<file path="config.mk">
export PLATFORM = sky130hd
export DESIGN_NAME = imgc_cell
export DESIGN_NICKNAME = d
export VERILOG_FILES = /design/src/rtl/core/imgc_pkg.sv /design/src/rtl/core/imgc_cell.sv
export SDC_FILE = /design/constraint.sdc
export NUM_CORES = 2
export LEC_CHECK = 0
export BUFFER_PORTS_ARGS = -buffer_cell sky130_fd_sc_hd__buf_4
export CAP_MARGIN = 40
export CORE_UTILIZATION = 50
export DETAILED_ROUTE_END_ITERATION = 8
export GPL_TIMING_DRIVEN = 0
export HOLD_SLACK_MARGIN = 0.03
export PLACE_DENSITY = 0.75
export SYNTH_ARGS = -nofsm -noshare
export SYNTH_HDL_FRONTEND = slang
export SYNTH_SLANG_ARGS = --single-unit
</file>
<file path="constraint.sdc">
create_clock -name clock -period 9.42 [get_ports clock]
set_input_delay 0.471 -clock clock [delete_from_list [all_inputs] [get_ports clock]]
set_output_delay 0.471 -clock clock [all_outputs]
set_load 0.02 [all_outputs]
</file>
<file path="src/rtl/core/imgc_pkg.sv">
package imgc_pkg;

   // sizes
   localparam int MaxSize   = 1024;
   localparam int MaxRadius = 2;
   localparam int CoefBits  = 16;
   localparam int WinSide   = 2 * MaxRadius + 1;
   localparam int PixBits   = 8;
   localparam int SizeBits  = 11;
   localparam int RadBits   = 2;
   localparam int PosBits   = 21;
   localparam int ColBits   = $clog2(MaxSize);
   localparam int LineBits  = (WinSide - 1) * PixBits;
   localparam int ProdBits  = PixBits + CoefBits + 1;
   localparam int PartBits  = ProdBits + $clog2(WinSide);
   localparam int SumBits   = PartBits + $clog2(WinSide);
   localparam int FifoDepth = 8;
   localparam int FifoBits  = $clog2(FifoDepth);
   localparam int PixMax    = 255;

   // commands
   localparam logic [1:0] CmdLoad  = 2'd0;
   localparam logic [1:0] CmdPixel = 2'd1;
   localparam logic [1:0] CmdDrain = 2'd2;

   // register indexes
   localparam logic [0:0] RegSize   = 1'b0;
   localparam logic [0:0] RegRadius = 1'b1;

   typedef logic [PixBits-1:0] pix_type;
   typedef logic signed [CoefBits-1:0] coef_type;
   typedef pix_type [WinSide-1:0] col_type;
   typedef coef_type [WinSide-1:0] coef_col_type;
   typedef logic signed [PartBits-1:0] part_type;

   // control that travels alongside the datapath stages
   typedef struct packed {
      logic shift;
      logic result;
      logic border;
      logic last;
   } ctrl_type;

endpackage

</file>
<file path="src/rtl/core/imgc_cell.sv">
module imgc_cell (
   input  logic                       clock,
   input  logic                       shift,
   input  imgc_pkg::col_type          col_in,
   input  imgc_pkg::coef_col_type     coef_col,
   output imgc_pkg::col_type          col_out,
   output imgc_pkg::part_type         part_out
);

   imgc_pkg::col_type  col_ff;
   imgc_pkg::part_type part_ff;
   imgc_pkg::part_type part_in;
   logic signed [imgc_pkg::ProdBits-1:0] prod [imgc_pkg::WinSide];

   // window column, handed on to the left neighbor on every pixel
   always_ff @(posedge clock) begin
      if (shift) begin
         col_ff <= col_in;
      end
      part_ff <= part_in;
   end

   // column dot product, zero weights keep unread rows out of the sum
   always_comb begin
      part_in = '0;
      for (int e = 0; e < imgc_pkg::WinSide; e++) begin
         if (coef_col[e] == '0) begin
            prod[e] = '0;
         end else begin
            prod[e] = imgc_pkg::ProdBits'($signed({1'b0, col_ff[e]}))
                      * imgc_pkg::ProdBits'(coef_col[e]);
         end
         part_in = part_in + imgc_pkg::PartBits'(prod[e]);
      end
   end

   assign col_out  = col_ff;
   assign part_out = part_ff;

endmodule

</file>
# After elaboration in Yosys (flattened, before gate mapping)
# Index checks and enable logic that the tools add are counted.
[op_classes]
addsub = 4
multipliers = 5
div = 0
order_cmp = 0
n_eq_ne = 0
shifts = 0
mux = 5
bitwise_logic = 0
n_reduce_logical = 5
[ops]
columns = ["op", "n"]
rows = [
  ["$mul A9 B16 Y25", 5],
  ["$mux W25", 5],
  ["$logic_not A16 Y1", 5],
  ["$add A27 B25 Y28", 1],
  ["$add A28 B25 Y28", 1],
  ["$add A26 B25 Y27", 1],
  ["$add A25 B25 Y26", 1],
]
[totals]
ff_bits = 68
latch_bits = 0
mem_bits_rw = 0
romBits = 0
input_bits = 122
output_inout_bits = 68
word_cells = 25
mem_count = 0

# Logic depth before layout (Yosys ltp)
[depth]
ltp_word = 6
depth_mapped = 33
mapped_depth_nobuf = 32

# Least setup slack after synthesis
# Ideal clock, no wire load.
[synth_path]
path_type = "reg-to-reg"
startpoint = "register col_ff (netlist bit col_out[16])"
endpoint = "register part_ff[26] (netlist: part_out[26])"
setup_ns = 0.127
arrival_ns = 7.835
required_time_ns = 9.293
setup_slack_ns = 1.458
stages_incl_launch_ff = 32
n_path_buf = 2
synth_period_minus_slack_ns = 7.962
cell_sequence = "edfxtp_1 > clkbuf_1 > nand2_1 > fa_1 > inv_1 > fa_1 > inv_1 > fa_1 > fa_1 > inv_1 > ha_1 > a21oi_1 > nor2b_1 > o211ai_1 > a2111oi_0 > o21a_1 > nor3_1 > nor3_1 > fa_1 > fa_1 > inv_1 > fa_1 > inv_1 > ha_1 > clkdlybuf4s18_1 > a21oi_1 > nor2b_1 > o21ai_0 > o21ai_0 > nor3_1 > nor3_1 > or3_1"
[synth_between]
elab_chain_len = 5
[synth_rtl]
columns = ["item", "line", "source"]
rows = [
  ["start: declaration", "imgc_cell.sv:10", "imgc_pkg::col_type col_ff;"],
  ["start signal: assignment", "imgc_cell.sv:18", "col_ff <= col_in;"],
  ["$mul A9 B16 Y25", "imgc_cell.sv:31", "* imgc_pkg::ProdBits'(coef_col[e]);"],
  ["$mux W25", "imgc_cell.sv:27", "if (coef_col[e] == '0) begin"],
  ["$add A26 B25 Y27", "imgc_cell.sv:33", "part_in = part_in + imgc_pkg::PartBits'(prod[e]);"],
  ["$add A27 B25 Y28", "imgc_cell.sv:33", ""],
  ["$add A28 B25 Y28", "imgc_cell.sv:33", ""],
  ["net part_in[26]", "imgc_cell.sv:12", "imgc_pkg::part_type part_in;"],
  ["end signal: assignment", "imgc_cell.sv:20", "part_ff <= part_in;"],
  ["end: declaration", "imgc_cell.sv:11", "imgc_pkg::part_type part_ff;"],
]
# The timed path passes the listed nets, and every way through them passes these cells.
# A chain may end at the register's enable or synchronous reset.

# Worst setup path after layout
[layout_path]
startpoint = "register col_ff (netlist bit col_out[35])"
endpoint = "register part_ff[26] (netlist: part_out[26])"
[layout_between]
elab_chain_len = 3
[layout_rtl]
columns = ["item", "line"]
rows = [
  ["$mul A9 B16 Y25", "imgc_cell.sv:31"],
  ["$mux W25", "imgc_cell.sv:27"],
  ["$add A28 B25 Y28", "imgc_cell.sv:33"],
  ["net part_in[26]", "imgc_cell.sv:12"],
]
# The timed path passes the listed nets, and every way through them passes these cells.

==> metrics.yaml <==
synthesis:
  synth_fa_ha_area_share_pct: 52.96
  ys_ff_latch: 68
  synth_cell_types: 70
  synth_top_cell_area_share_pct: 40.86
  syn_area_per_cell_um2: 8.717
  ys_top_cells_by_area: "fa_1 41%, ha_1 12%, inv_1 11%, and2_1 8.1%, nand2_1 4.9%"
  synthSimpleGateAreaFrac_pct: 17.97
  synth_compound_area_share_pct: 7.279
  synth-seq-area-share_pct: 6.126
  synth_fp_nets: 4286
  synth_mux_area_share_pct: 0.1784
  synthArstFlopShare_pct: 0
  synth-warning-count: 0
  synth_edf_count: 40
  synth_top_area_cell: "fa_1"
  postSynth.topFlopCell: "edfxtp_1"
  yosys.area_share.xor_xnor_pct: 3.594
  synth_top_family_by_area: "adder cells"
  synthCells: 3299
  syn_area_um2: 28760
finish:
  final_common_cell: "inv_1"
  layout_common_cells: "809 x inv_1, 587 x fa_1, 373 x and2_1, 372 x nand2_1, 278 x ha_1"
  drive_gt1_share_pct: 5.704
  nets: 4453
  fin_cells: 4227
  antenna_cells: 0
  area_growth_pct: 8.580
routing:
  drtIter0Drc: 1405
  drcViolationCount: 0
  via_count: 22142
  wire_per_inst_um: 16.54
  antenna_left: 0
  dr.pass1.iters: 6
  drt-total-wl_um: 69910
  via_per_inst: 5.238
global_route:
  first_global_vias: 22954
  antenna_found_initial: 0
  grt_max_degree: 41
  grtUsageTotal_pct: 25.13
  overflow: 0
  grt_pass1_wl_um: 116800
clock_tree:
  cts_tree: "done"
  clockBufferDepth: 2
  clkSinkCount: 68
  clock_latency_ps: 410
  numCtsBuffers: 9
  clk_pin_slew_worst_paths_ps: 80
  cts_hold_buf: 0
  h-tree-depth: 3
  clockRootBuffer: "clkbuf_16"
setup_path:
  end_kind: "flop"
  critical_path.most_common_cell: "fa_1"
  startpoint_type: "flop"
  cpMaxStageDelayCell: "edfxtp_1"
  crit_fanout: 10
  worstPathRequired_ps: 9690
  arrival_ps: 9290
  crit_type: "flop to flop"
  critPathMaxStageDelay_ps: 580
run_status:
  status: "finished clean"
sta:
  finalSetupTns_ps: 0
  worstMarginPinSlew_ps: 775.8
  worst_slack_ps: 396.1
  fin_skew_ps: 25.39
  post-route-period-util_pct: 95.79
  fmax_mhz: 110.8
  max_slew_margin_pct: 47.73
  rsz0062_at_grt: "no"
  hold_slack_ps: 229.7
  slew_violations: 0
  hold_viol_final: 0
  layout_min_cycle_time_ps: 9024
  setup_viol_count_final: 0
floorplanning:
  dieArea_um2: 58480
  rows: 87
  die_x_um: 241.8
  die_h_um: 241.8
  ios: 190
  core_um2: 56600
  start_util_pct: 50.80
job:
  drv_cap: 0
hold_path:
  min_path_type: "primary input to flop"
placement:
  hpwl_um: 59480
  placed_cells: 4211
  gp_congestion: 0.9028
  place_ws_ps: -69.43
  io_buffer_count: 156
routing by layer:
| layer | GRT usage [%] | routed length (µm) | vias up |
|---|---|---|---|
| li1 | - | - | 10322 |
| met1 | 34.02 | 29810 | 11117 |
| met2 | 42.04 | 34140 | 591 |
| met3 | 2.974 | 3881 | 112 |
| met4 | 8.042 | 2074 | 0 |
| met5 | 0 | 0 | - |
worst max-delay path, delay by kind of cell (launching register included):
family,cells,cell delay (ps)
compound gates,5,1330
fa+ha+maj,9,4060
buf+inv,7,1110
flops,1,580
simple gates,8,1790
metrics by stage:
stage	util (%)	cell area, µm²
2_1_floorplan	-	28760
3_3_place_gp	54.54	30870
3_5_place_dp	54.54	30870
4_1_cts	55.14	31210
5_1_grt	55.16	31220
6_report	55.16	31220
registers in the layout (all words and copies together) (netlist names):
register / cells
col_out: 40
part_out: 28
cells by family (layout without fill, tap and decap cells):
| kind of cell | after synthesis | count (layout) |
|---|---|---|
| compound gates | 318 | 318 |
| xor+xnor | 118 | 118 |
| fa+ha+maj | 865 | 865 |
| buf+inv | 905 | 1077 |
| flops | 68 | 68 |
| mux | 5 | 5 |
| simple gates | 1020 | 1020 |
Yosys cell counts (9+ instances only):
master	count
ha_1	278
a21o_1	60
o211ai_1	11
nor4_1	22
nand4_1	19
o21a_1	19
or3_1	9
nand3_1	29
clkbuf_1	92
edfxtp_1	40
nor3_1	27
nand2b_1	11
xnor2_1	71
nor2_1	105
fa_1	587
a21oi_1	101
and3_1	13
inv_1	809
nor2b_1	10
a211oi_1	11
o21ai_0	47
and2_1	373
a31oi_1	13
nand2_1	372
dfxtp_1	28
xor2_1	47
worst paths after layout:
path | from | to | slack, ps | cells after the start
setup / recovery | col_out[35]$_DFFE_PP_ | part_out[26]$_DFF_P_ | 400 | 29
hold reg to reg | col_out[0]$_DFFE_PP_ | part_out[0]$_DFF_P_ | 1020 | 2
hold / removal | col_in[33] | col_out[33]$_DFFE_PP_ | 230 | 1
setup reg to reg | col_out[35]$_DFFE_PP_ | part_out[26]$_DFF_P_ | 400 | 29
what timing repair did:
action | in CTS | in global routing
setup endpoints to repair | 1 | 3
hold endpoints to repair | 0 | 0
setup buffers | 0 | 0
gates resized for setup | 1 | 9
cell type report:
| type | instances | area (µm²) |
|---|---|---|
| fillers | 5211 | 25380 |
| inverters | 809 | 3037 |
| repair buffers | 156 | 1171 |
| clock buffers | 9 | 225.2 |
| plain buffers | 96 | 386.6 |
| clock inverters | 7 | 105.1 |
| multi-input cells | 2326 | 23590 |
| well taps | 756 | 945.9 |
| flip-flops and latches | 68 | 1762 |
Power is left out: the tool's default activity adds up to more than one toggle a clock period on the data nets, which glitch-free logic cannot reach.
